### config.mk
export PLATFORM = sky130hd
export DESIGN_NAME = control_surface_servo_mixer_top
export DESIGN_NICKNAME = d
export VERILOG_FILES = /design/src/rtl/csm_pkg.sv /design/src/rtl/csm_mixer.sv /design/src/rtl/control_surface_servo_mixer_top.sv
export VERILOG_INCLUDE_DIRS = /design/src /design/src/rtl
export SDC_FILE = /design/constraint.sdc
export NUM_CORES = 1
export LEC_CHECK = 0
export BUFFER_PORTS_ARGS = -buffer_cell sky130_fd_sc_hd__buf_2
export CORE_UTILIZATION = 40
export CTS_BUF_LIST = sky130_fd_sc_hd__clkbuf_4 sky130_fd_sc_hd__clkbuf_8
export DETAILED_ROUTE_END_ITERATION = 12
export PLACE_DENSITY = 0.68
export SYNTH_ARGS = -nofsm -noshare
export SYNTH_HDL_FRONTEND = slang
export SYNTH_HIERARCHICAL = 1
export SYNTH_SLANG_ARGS = --single-unit
### constraint.sdc
create_clock -name clk -period 8.42 [get_ports clk]
set_input_delay 1.684 -clock clk [delete_from_list [all_inputs] [get_ports clk]]
set_output_delay 1.684 -clock clk [all_outputs]
set_load 0.02 [all_outputs]
### src/rtl/control_surface_servo_mixer_top_defines.svh
// Assertion macros used by the servo mixer top level.
`ifndef CONTROL_SURFACE_SERVO_MIXER_TOP_DEFINES_SVH
`define CONTROL_SURFACE_SERVO_MIXER_TOP_DEFINES_SVH

`ifndef NO_ASSERTIONS
// Checked only while out of reset.
`define CSM_ASSERT(lbl, prop, msg) \
  lbl: assert property (@(posedge clk) disable iff (!rst_n) prop) else $error(msg);
// Checked on every rising clock edge, reset included.
`define CSM_ASSERT_ALWAYS(lbl, prop, msg) \
  lbl: assert property (@(posedge clk) prop) else $error(msg);
`else
`define CSM_ASSERT(lbl, prop, msg)
`define CSM_ASSERT_ALWAYS(lbl, prop, msg)
`endif

`endif

### src/rtl/csm_pkg.sv
// Types, constants and the clamp function of the servo mixer.
package csm_pkg;

  localparam int unsigned DataW  = 16;
  localparam int unsigned LevelW = 8;
  localparam int unsigned MotorW = 9;
  localparam int unsigned MixW   = 11;

  localparam logic [DataW-1:0] ElevMaxRst = 16'd200;
  localparam logic [DataW-1:0] ElevMinRst = 16'd100;
  localparam logic [DataW-1:0] AilMaxRst  = 16'd200;
  localparam logic [DataW-1:0] AilMinRst  = 16'd100;

  localparam logic signed [MixW-1:0] MixBaseHi = 11'sd200;
  localparam logic signed [MixW-1:0] MixBaseLo = 11'sd100;
  localparam logic [LevelW-1:0]      RollBias  = 8'd25;
  localparam logic [LevelW-1:0]      YawBias   = 8'd25;
  localparam logic [MotorW-1:0]      MotorBias = 9'd100;

  typedef enum logic [2:0] {
    FUNC_PITCH     = 3'd0,
    FUNC_ROLL      = 3'd1,
    FUNC_YAW       = 3'd2,
    FUNC_THROTTLE  = 3'd3,
    FUNC_FLAPS     = 3'd4,
    FUNC_TRIM_AIL  = 3'd5,
    FUNC_TRIM_ELEV = 3'd6,
    FUNC_MODE      = 3'd7
  } csm_func_t;

  typedef enum logic [1:0] {
    REG_ELEV_MAX = 2'd0,
    REG_ELEV_MIN = 2'd1,
    REG_AIL_MAX  = 2'd2,
    REG_AIL_MIN  = 2'd3
  } csm_reg_t;

  typedef struct packed {
    logic [DataW-1:0] elev_max;
    logic [DataW-1:0] elev_min;
    logic [DataW-1:0] ail_max;
    logic [DataW-1:0] ail_min;
  } csm_limits_t;

  typedef struct packed {
    logic [LevelW-1:0] pitch;
    logic [LevelW-1:0] roll;
    logic [LevelW-1:0] yaw;
    logic [LevelW-1:0] flap;
  } csm_levels_t;

  typedef struct packed {
    logic [DataW-1:0] elev_left;
    logic [DataW-1:0] elev_right;
    logic [DataW-1:0] ail_left;
    logic [DataW-1:0] ail_right;
  } csm_servo_t;

  // Upper limit is tested first, so a minimum above the maximum still
  // gives the maximum for large sums.
  function automatic logic [DataW-1:0] clamp_mix(input logic signed [MixW-1:0] sum,
                                                 input logic [DataW-1:0] hi,
                                                 input logic [DataW-1:0] lo);
    logic signed [DataW:0] sum_x;
    logic [DataW-1:0]      res;
    sum_x = (DataW+1)'(sum);
    if (sum_x > $signed({1'b0, hi})) begin
      res = hi;
    end else if (sum_x < $signed({1'b0, lo})) begin
      res = lo;
    end else begin
      res = sum_x[DataW-1:0];
    end
    return res;
  endfunction

endpackage

### src/rtl/csm_mixer.sv
// Signed mix of the channel levels into four clamped servo compares.
module csm_mixer
  import csm_pkg::*;
(
  input  csm_levels_t levels,
  input  csm_limits_t limits,
  output csm_servo_t  servo
);

  logic signed [MixW-1:0] pitch_s;
  logic signed [MixW-1:0] roll_s;
  logic signed [MixW-1:0] yaw_s;
  logic signed [MixW-1:0] flap_s;
  logic signed [MixW-1:0] sum_el;
  logic signed [MixW-1:0] sum_er;
  logic signed [MixW-1:0] sum_al;
  logic signed [MixW-1:0] sum_ar;

  // Yaw is kept as a signed byte; the other levels are unsigned.
  assign pitch_s = $signed({{(MixW-LevelW){1'b0}}, levels.pitch});
  assign roll_s  = $signed({{(MixW-LevelW){1'b0}}, levels.roll});
  assign flap_s  = $signed({{(MixW-LevelW){1'b0}}, levels.flap});
  assign yaw_s   = $signed({{(MixW-LevelW){levels.yaw[LevelW-1]}}, levels.yaw});

  assign sum_el = MixBaseHi - pitch_s + yaw_s;
  assign sum_er = MixBaseLo + pitch_s + yaw_s;
  assign sum_al = MixBaseHi - roll_s + flap_s;
  assign sum_ar = MixBaseHi - roll_s - flap_s;

  assign servo.elev_left  = clamp_mix(sum_el, limits.elev_max, limits.elev_min);
  assign servo.elev_right = clamp_mix(sum_er, limits.elev_max, limits.elev_min);
  assign servo.ail_left   = clamp_mix(sum_al, limits.ail_max, limits.ail_min);
  assign servo.ail_right  = clamp_mix(sum_ar, limits.ail_max, limits.ail_min);

endmodule

### src/rtl/control_surface_servo_mixer_top.sv
// V-tail and flaperon servo mixer: command decode, channel state, result buffering.
//
// Usage: each transfer on the in_ channel carries one command (in_tuser
// selects the function, in_tdata holds the argument byte). Pitch, roll, yaw
// and flap commands update the stored channel levels; these and the two trim
// commands then produce one result holding four clamped servo compares
// (out_tuser[0] set). Throttle produces one result with only the motor
// compare (out_tuser[1] set). Mode commands produce nothing.
// The clamp limits are written on the cfg_ channel, which is always ready;
// write them only while no command is in flight.
// Decode and mix sit between the input transfer and the first result register,
// followed by the output register that drives out_. Throughput is one command
// per cycle while the receiver keeps taking results from out_ without stalling.
// When the receiver stalls, the output register holds its result and one
// more result is held in the first register; in_tready drops once both are
// full. Reset clears the channel levels, loads the default limits
// (elevator and aileron 100..200) and empties both result registers.
`include "control_surface_servo_mixer_top_defines.svh"

module control_surface_servo_mixer_top
  import csm_pkg::*;
(
  input  logic        clk,
  input  logic        rst_n,
  // Command input
  input  logic        in_tvalid,
  output logic        in_tready,
  input  logic [7:0]  in_tdata,   // [7:0] value
  input  logic [2:0]  in_tuser,   // [2:0] func
  // Results
  output logic        out_tvalid,
  input  logic        out_tready,
  output logic [79:0] out_tdata,  // [15:0] elevator_left, [31:16] elevator_right,
                                  // [47:32] aileron_left, [63:48] aileron_right,
                                  // [72:64] motor_compare, [79:73] zero
  output logic [1:0]  out_tuser,  // [0] servo_valid, [1] motor_valid
  // Configuration writes
  input  logic        cfg_valid,
  output logic        cfg_ready,
  input  logic [1:0]  cfg_index,
  input  logic [15:0] cfg_data
);

  typedef struct packed {
    logic              motor_valid;
    logic              servo_valid;
    logic [MotorW-1:0] motor;
    csm_servo_t        servo;
  } csm_result_t;

  csm_limits_t limits_r;
  csm_limits_t limits_nxt;
  csm_levels_t levels_r;
  csm_levels_t levels_nxt;
  csm_servo_t  mix;
  csm_result_t res_new;
  csm_result_t s1_res_r;
  csm_result_t out_res_r;
  csm_func_t   func;
  logic        in_fire;
  logic        has_result;
  logic        s1_valid_r;
  logic        s1_valid_nxt;
  logic        out_valid_r;
  logic        out_valid_nxt;
  logic        out_load;

  assign func      = csm_func_t'(in_tuser);
  assign cfg_ready = 1'b1;

  // Configuration registers
  always_comb begin
    limits_nxt = limits_r;
    if (cfg_valid && cfg_ready) begin
      case (csm_reg_t'(cfg_index))
        REG_ELEV_MAX: limits_nxt.elev_max = cfg_data;
        REG_ELEV_MIN: limits_nxt.elev_min = cfg_data;
        REG_AIL_MAX:  limits_nxt.ail_max  = cfg_data;
        REG_AIL_MIN:  limits_nxt.ail_min  = cfg_data;
        default:      limits_nxt = limits_r;
      endcase
    end
  end

  // Command decode: the mix sees the levels as updated by this command.
  always_comb begin
    levels_nxt = levels_r;
    has_result = 1'b1;
    case (func)
      FUNC_PITCH: levels_nxt.pitch = in_tdata;
      FUNC_ROLL:  levels_nxt.roll  = {1'b0, in_tdata[LevelW-1:1]} + RollBias;
      FUNC_YAW:   levels_nxt.yaw   = in_tdata - YawBias;
      FUNC_FLAPS: levels_nxt.flap  = in_tdata;
      FUNC_MODE:  has_result = 1'b0;
      default:    levels_nxt = levels_r;
    endcase
  end

  csm_mixer u_mixer (
    .levels (levels_nxt),
    .limits (limits_r),
    .servo  (mix)
  );

  always_comb begin
    res_new = '0;
    if (func == FUNC_THROTTLE) begin
      res_new.motor_valid = 1'b1;
      res_new.motor       = {1'b0, in_tdata} + MotorBias;
    end else begin
      res_new.servo_valid = 1'b1;
      res_new.servo       = mix;
    end
  end

  // Two result registers: the first can take one more result while the output stalls.
  assign out_load  = !out_valid_r || out_tready;
  assign in_tready = !s1_valid_r || out_load;
  assign in_fire   = in_tvalid && in_tready;

  always_comb begin
    out_valid_nxt = out_load ? s1_valid_r : out_valid_r;
    s1_valid_nxt  = s1_valid_r && !out_load;
    if (in_fire && has_result) begin
      s1_valid_nxt = 1'b1;
    end
  end

  always_ff @(posedge clk) begin
    if (!rst_n) begin
      limits_r    <= '{elev_max: ElevMaxRst, elev_min: ElevMinRst,
                       ail_max: AilMaxRst, ail_min: AilMinRst};
      levels_r    <= '0;
      s1_valid_r  <= 1'b0;
      out_valid_r <= 1'b0;
    end else begin
      limits_r    <= limits_nxt;
      s1_valid_r  <= s1_valid_nxt;
      out_valid_r <= out_valid_nxt;
      if (in_fire) begin
        levels_r <= levels_nxt;
      end
    end
  end

  always_ff @(posedge clk) begin
    if (in_fire && has_result) begin
      s1_res_r <= res_new;
    end
    if (out_load) begin
      out_res_r <= s1_res_r;
    end
  end

  assign out_tvalid = out_valid_r;
  assign out_tuser  = {out_res_r.motor_valid, out_res_r.servo_valid};
  assign out_tdata  = {7'd0, out_res_r.motor,
                       out_res_r.servo.ail_right, out_res_r.servo.ail_left,
                       out_res_r.servo.elev_right, out_res_r.servo.elev_left};

  `CSM_ASSERT(a_one_kind, out_tvalid |-> $onehot(out_tuser), "result must be servo or motor")
  `CSM_ASSERT(a_servo_no_motor, (out_tvalid && out_tuser[0]) |-> (out_tdata[72:64] == '0), "servo result carries a motor compare")
  `CSM_ASSERT_ALWAYS(a_reset_empty, !rst_n |=> (!out_tvalid && !s1_valid_r), "result registers not empty after reset")
  `CSM_ASSERT(a_mode_silent, (in_fire && func == FUNC_MODE && !s1_valid_r) |=> !s1_valid_r, "mode command produced a result")

endmodule

# Word-level counts from Yosys, hierarchy flattened
# Index checks and enable logic that the tools add are counted.
[word_totals] out_inout_bits=85 elab_cells=80 register_bits=248
[op_classes] n_addsub=10 eq_ne=8 n_mux=16 n_reduce_logical=14 n_lt_le_gt_ge=8
[op_table] operator="16-bit two-way mux" n=8
[op_table] operator="11-bit by 17-bit greater-than comparator with 1-bit output" n=4
[op_table] operator="11-bit by 17-bit < comparator with 1-bit output" n=4
[op_table] operator="8-bit two-way mux" n=4
[op_table] operator="8-bit by 8-bit subtractor with 9-bit output (first input constant)" n=2
[op_table] operator="10-bit by 8-bit adder with 11-bit output" n=1
[op_table] operator="9-bit by 8-bit adder with 10-bit output" n=1
[op_table] operator="9-bit by 9-bit adder with 10-bit output" n=1
[op_table] operator="9-bit by 9-bit subtractor with 10-bit output" n=1
[op_table] operator="7-bit by 8-bit adder with 9-bit output (first input constant)" n=1
[op_table] operator="8-bit by 7-bit adder with 9-bit output (second input constant)" n=1
[op_table] operator="7-bit by 5-bit adder with 8-bit output (second input constant)" n=1
[op_table] operator="2-bit AND reduction" n=4
[op_table] operator="8-bit by 5-bit subtractor with 8-bit output (second input constant)" n=1
[op_table] operator="3-bit by 2-bit equality test with 1-bit output (second input constant)" n=2
[op_table] operator="3-bit equality test (second input constant)" n=2
[op_table] operator="2-bit equality test (second input constant)" n=2
[op_table] operator="1-bit two-way mux" n=4
[op_table] operator="3-bit by 1-bit equality test with 1-bit output (second input constant)" n=1
[op_table] operator="1-bit logical AND" n=3
[op_table] operator="1-bit logical NOT" n=3
[op_table] operator="3-bit logical NOT" n=1
[op_table] operator="2-bit by 1-bit equality test with 1-bit output (second input constant)" n=1
[op_table] operator="2-bit logical NOT" n=1
[op_table] operator="1-bit logical OR" n=2

# Longest topological paths before layout
[logic_depth] ltp_word=7 ltp_mapped=25

# Cells and area by module
# Netlist, hierarchy kept.
[by_module_without_submodules] mod="control_surface_servo_mixer_top" seq_area_each_um2=6466.2 cells_each=773 instances=1 area_per_inst_um2=9359.0
[by_module_without_submodules] mod="csm_mixer" seq_area_each_um2=0.0 cells_each=776 instances=1 area_per_inst_um2=6052.1

# Worst setup path before layout
# Ideal clock, no wire load.
[synth_path] kind="input to register" startpoint="input in_tuser[0]" endpoint="register s1_res_r[48] in the netlist's numbering (data pin)" required_time_ns=8.165 stages=22 slack_ns=1.296 t_arrival_ns=6.870 setup_time_ns=0.255 cell_sequence="buf_4 -> nor3_4 -> mux2_2 -> o31a_1 -> or2_2 -> ha_1 -> or3_1 -> o221a_2 -> o21ai_1 -> a21o_1 -> clkbuf_1 -> ha_1 -> a21o_1 -> a21o_1 -> a211oi_1 -> o21ai_1 -> a211oi_1 -> or2_1 -> buf_2 -> buf_2 -> a31oi_1 -> and2_1"
[synth_lines] element="start, declared" line="control_surface_servo_mixer_top.sv:29" source="input logic [2:0] in_tuser,"
[synth_lines] element="end signal, assigned" line="control_surface_servo_mixer_top.sv:148" source="s1_res_r <= res_new;"
[synth_lines] element="end, declared" line="control_surface_servo_mixer_top.sv:57" source="csm_result_t s1_res_r;"

==> results.tsv <==
stage	metric	value	unit
die	fp.dieW	198	um
finish	drive_gt1_share	16.0	%
drt	remaining_drc_errors	0	
worst_setup_path	cpMostUsedCell	ha_1	
flow_run	drv_cap	0	
pwr	p_int	2.68	mW
finish	nNetsFinal	1853	
worst_setup_path	slowest_delay	540	ps
worst_setup_path	crit_type	primary input to flip-flop	
cts	post_cts_buffers	0	
worst_setup_path	crit_buf_inv	3	
pwr	ir_worst_vdd	0.000128	V
worst_setup_path	critPathSlowestCell	a21o_1	
die	core_area	0.0378	mm2
pwr	switching_power	1.39	mW
yosys	async_flop_share	0	%
pwr	cellPowerDensity	236	mW/mm2
cts	clk_pin_slew	60	ps
cts	numCtsBuffers	42	
yosys	ys_ff_latch	248	
drt	ant_nets	0	
cts	tritoncts	done	
placed_design	placed_cells	2114	
min_path	min_path_type	flip-flop to flip-flop	
yosys	netlist_instances	1549	
sta	hold_viol	0	
global_routing	antenna_found_initial	2	
die	dieArea	0.0393	mm2
cts	cts_buffer_depth	3	
die	die_h	198	um
cts	clock_latency	610	ps
yosys	yosysWarnings	6	
outcome	status	complete, no violations	
placed_design	dp_hpwl	28400	um
cts	cts_hold_buf	0	
finish	seq_area	0.00647	mm2
finish	fin_util	45.6	%
placed_design	pre_cts_slack	664	ps
yosys	synth_edf_count	150	
finish	multi_input_area	0.00817	mm2
worst_setup_path	crit_arrival	7550	ps
sta	period_minus_slack	7200	ps
pwr	swShare	34.1	%
yosys	avgSynthCellArea	9.95	um2
sta	tns	0	ps
finish	final_cell_mix	nand2_1, ha_1, edfxtp_1	
finish	nFillCells	3537	
worst_setup_path	cp_top_family	compound AO/OA/AOI/OAI gates	
die	row_count	71	
finish	stdcell_count	2192	
cts	ctsResizeCount	0	
sta	worst_clock_skew	26.9	ps
worst_setup_path	start_kind	primary input	
drt	routed-via-count	11567	
pwr	pwr-share-clk	28.5	%
sta	rsz0062_at_grt	no	
drt	drt-initial-drc-count	860	
sta	slew_violations	0	
worst_setup_path	endpoint_kind	flip-flop	
finish	syn_to_final_growth	11.7	%
sta	max_slew_margin	18.6	%
sta	fin_crit_sh	85.5	%
drt	first_pass_iters	5	
yosys	yosysSeqAreaShare	42.0	%
sta	finalWorstSetupSlack	1220	ps
global_routing	grt_usage	19.6	%
drt	viasPerCell	5.28	
sta	finalSetupViolCount	0	
placed_design	gp_congestion	0.910	
sta	worst_slew_pin_slew	1220	ps
global_routing	grt_pass1_wl	59900	um
yosys	yosysUniqueCellTypes	86	
worst_setup_path	critPathRequiredTime	8780	ps
global_routing	grt_pass1_vias	11120	
pwr	p_seq_share	37.1	%
global_routing	overflow	0	
sta	max_freq	139	MHz
placed_design	io_buffers	110	
cts	htreeDepth	2	
finish	final_common_cell	nand2_1	
die	num_io_pins	119	
die	start_util	40.8	%
finish	antenna_cells	0	
cts	cts-root-buf	clkbuf_8	
yosys	syn_area	0.0154	mm2
worst_setup_path	crit_chain	buf_2 > nor3b_4 > mux2_2 > inv_1 > ha_1 > nand2b_4 > a211oi_4 > xor2_1 > ha_1 > nor2b_1 > nor2_1 > nor4_1 > a21o_1 > ha_1 > a211oi_1 > o21ai_1 > a2111oi_0 > o21ai_1 > or3b_1 > buf_4 > mux2i_1 > mux2i_1 > and2_1	
drt	wl	38100	um
cts	cts.sinks	248	
drt	drt-wirelength-per-cell	17.4	um
yosys	synth_ff_type	edfxtp_1	
pwr	combPwrFrac	34.4	%
global_routing	grt_max_degree	77	
worst_setup_path	worstPathMaxFanout	16	
pwr	leakage	7.26	nW
[through the flow]
stage / area [um2] / hold WS (ps) / power (mW)
finish: 17200 / 402 / 4.07
floorplan: 15400 / 400 / 2.58
detailed placement: 16300 / 405 / 2.91
global placement: 16300 / 401 / 2.89
CTS: 17200 / 404 / 4.09
global route: 17200 / 400 / 4.31
[power by group through the flow]
| stage | Clock (mW) | Sequential (mW) | Combinational [mW] |
|---|---|---|---|
| final | 1.16 | 1.51 | 1.40 |
| after global routing | 1.25 | 1.52 | 1.54 |
| after CTS | 1.20 | 1.51 | 1.38 |
| after detailed placement | 0 | 1.54 | 1.37 |
| after global placement | 0 | 1.54 | 1.35 |
| after floorplan | 0 | 1.60 | 0.976 |
[worst paths after layout]
check	from	endpoint	slack, ps	cells after the start
worst max-delay path	in_tuser[0]	s1_res_r[20]$_SDFFCE_PP0P_	1220	23
worst min-delay path	s1_res_r[34]$_SDFFCE_PP0P_	out_tdata[18]$_DFFE_PP_	400	0
worst max register to register	levels_r[16]$_SDFFE_PN0P_	s1_res_r[20]$_SDFFCE_PP0P_	2670	21
worst min register to register	s1_res_r[34]$_SDFFCE_PP0P_	out_tdata[18]$_DFFE_PP_	400	0
[worst reg2reg max path: stages, from the launching register on]
cell and delay, ps:
dfxtp_1 320, mux2_2 320, inv_1 100, ha_1 240
nand2b_4 80, a211oi_4 350, xor2_1 150, ha_1 400
nor2b_1 250, nor2_1 60, nor4_1 190, a21o_1 540
ha_1 380, a211oi_1 230, o21ai_1 140, a2111oi_0 410
o21ai_1 130, or3b_1 480, buf_4 260, mux2i_1 220
mux2i_1 90, and2_1 180
[logic make-up (layout without fill, tap and decap cells)]
family / after synthesis / after routing / synth area share (%)
simple gates: 494 / 494 / 15.9
flops: 248 / 248 / 42.0
buf+inv: 177 / 303 / 5.28
fa+ha+maj: 172 / 172 / 14.2
compound gates: 297 / 297 / 12.4
xor+xnor: 53 / 53 / 3.06
mux: 106 / 106 / 7.19
other cells: 2 / 8 / 0.0487
[Yosys cell counts, types with 8 or more instances]
master / instances / area [um2]
nor2_1: 78 / 293
nand3_1: 32 / 160
inv_1: 101 / 379
dfxtp_1: 98 / 1960
clkbuf_1: 29 / 109
o21ai_0: 41 / 205
nand2b_1: 10 / 62.6
buf_4: 15 / 113
nand2_1: 202 / 758
nor2b_1: 17 / 106
mux2i_1: 71 / 711
or3_1: 8 / 50.1
xnor2_1: 32 / 280
a21oi_1: 112 / 561
a31oi_1: 15 / 93.8
and2_1: 66 / 413
a211oi_1: 11 / 82.6
a21o_1: 20 / 150
and3_1: 8 / 50.1
buf_2: 20 / 100
nor3_1: 23 / 115
edfxtp_1: 150 / 4500
o21a_1: 16 / 120
o21ai_1: 20 / 100
ha_1: 168 / 2100
mux2_2: 29 / 327
xor2_1: 20 / 175
nand4_1: 14 / 87.6
[per-layer routing]
layer  up-vias  GRT usage, %  routed length [um]
met5         -             0                  22
met4         4          8.18                1190
met3        74          3.27                2160
met2       367          31.2               17200
met1      5445          26.2               17600
li1       5677             -                   -
[state kept, by name, summed over array words and instances (netlist names)]
register / flops
s1_res_r: 75
out_tdata: 73
limits_r: 64
s1_valid_r: 1
out_tvalid: 1
levels_r: 32
out_tuser: 2
[cell type report]
class                   instances  area share (%)
clock buffers                  59            4.35
clock inverters                19           0.974
well taps                     511            3.71
flip-flops and latches        248            37.6
repair buffers                122            3.72
inverters                     103            2.25
multi-input cells            1130            47.4
(Power assumes the default switching activity.)
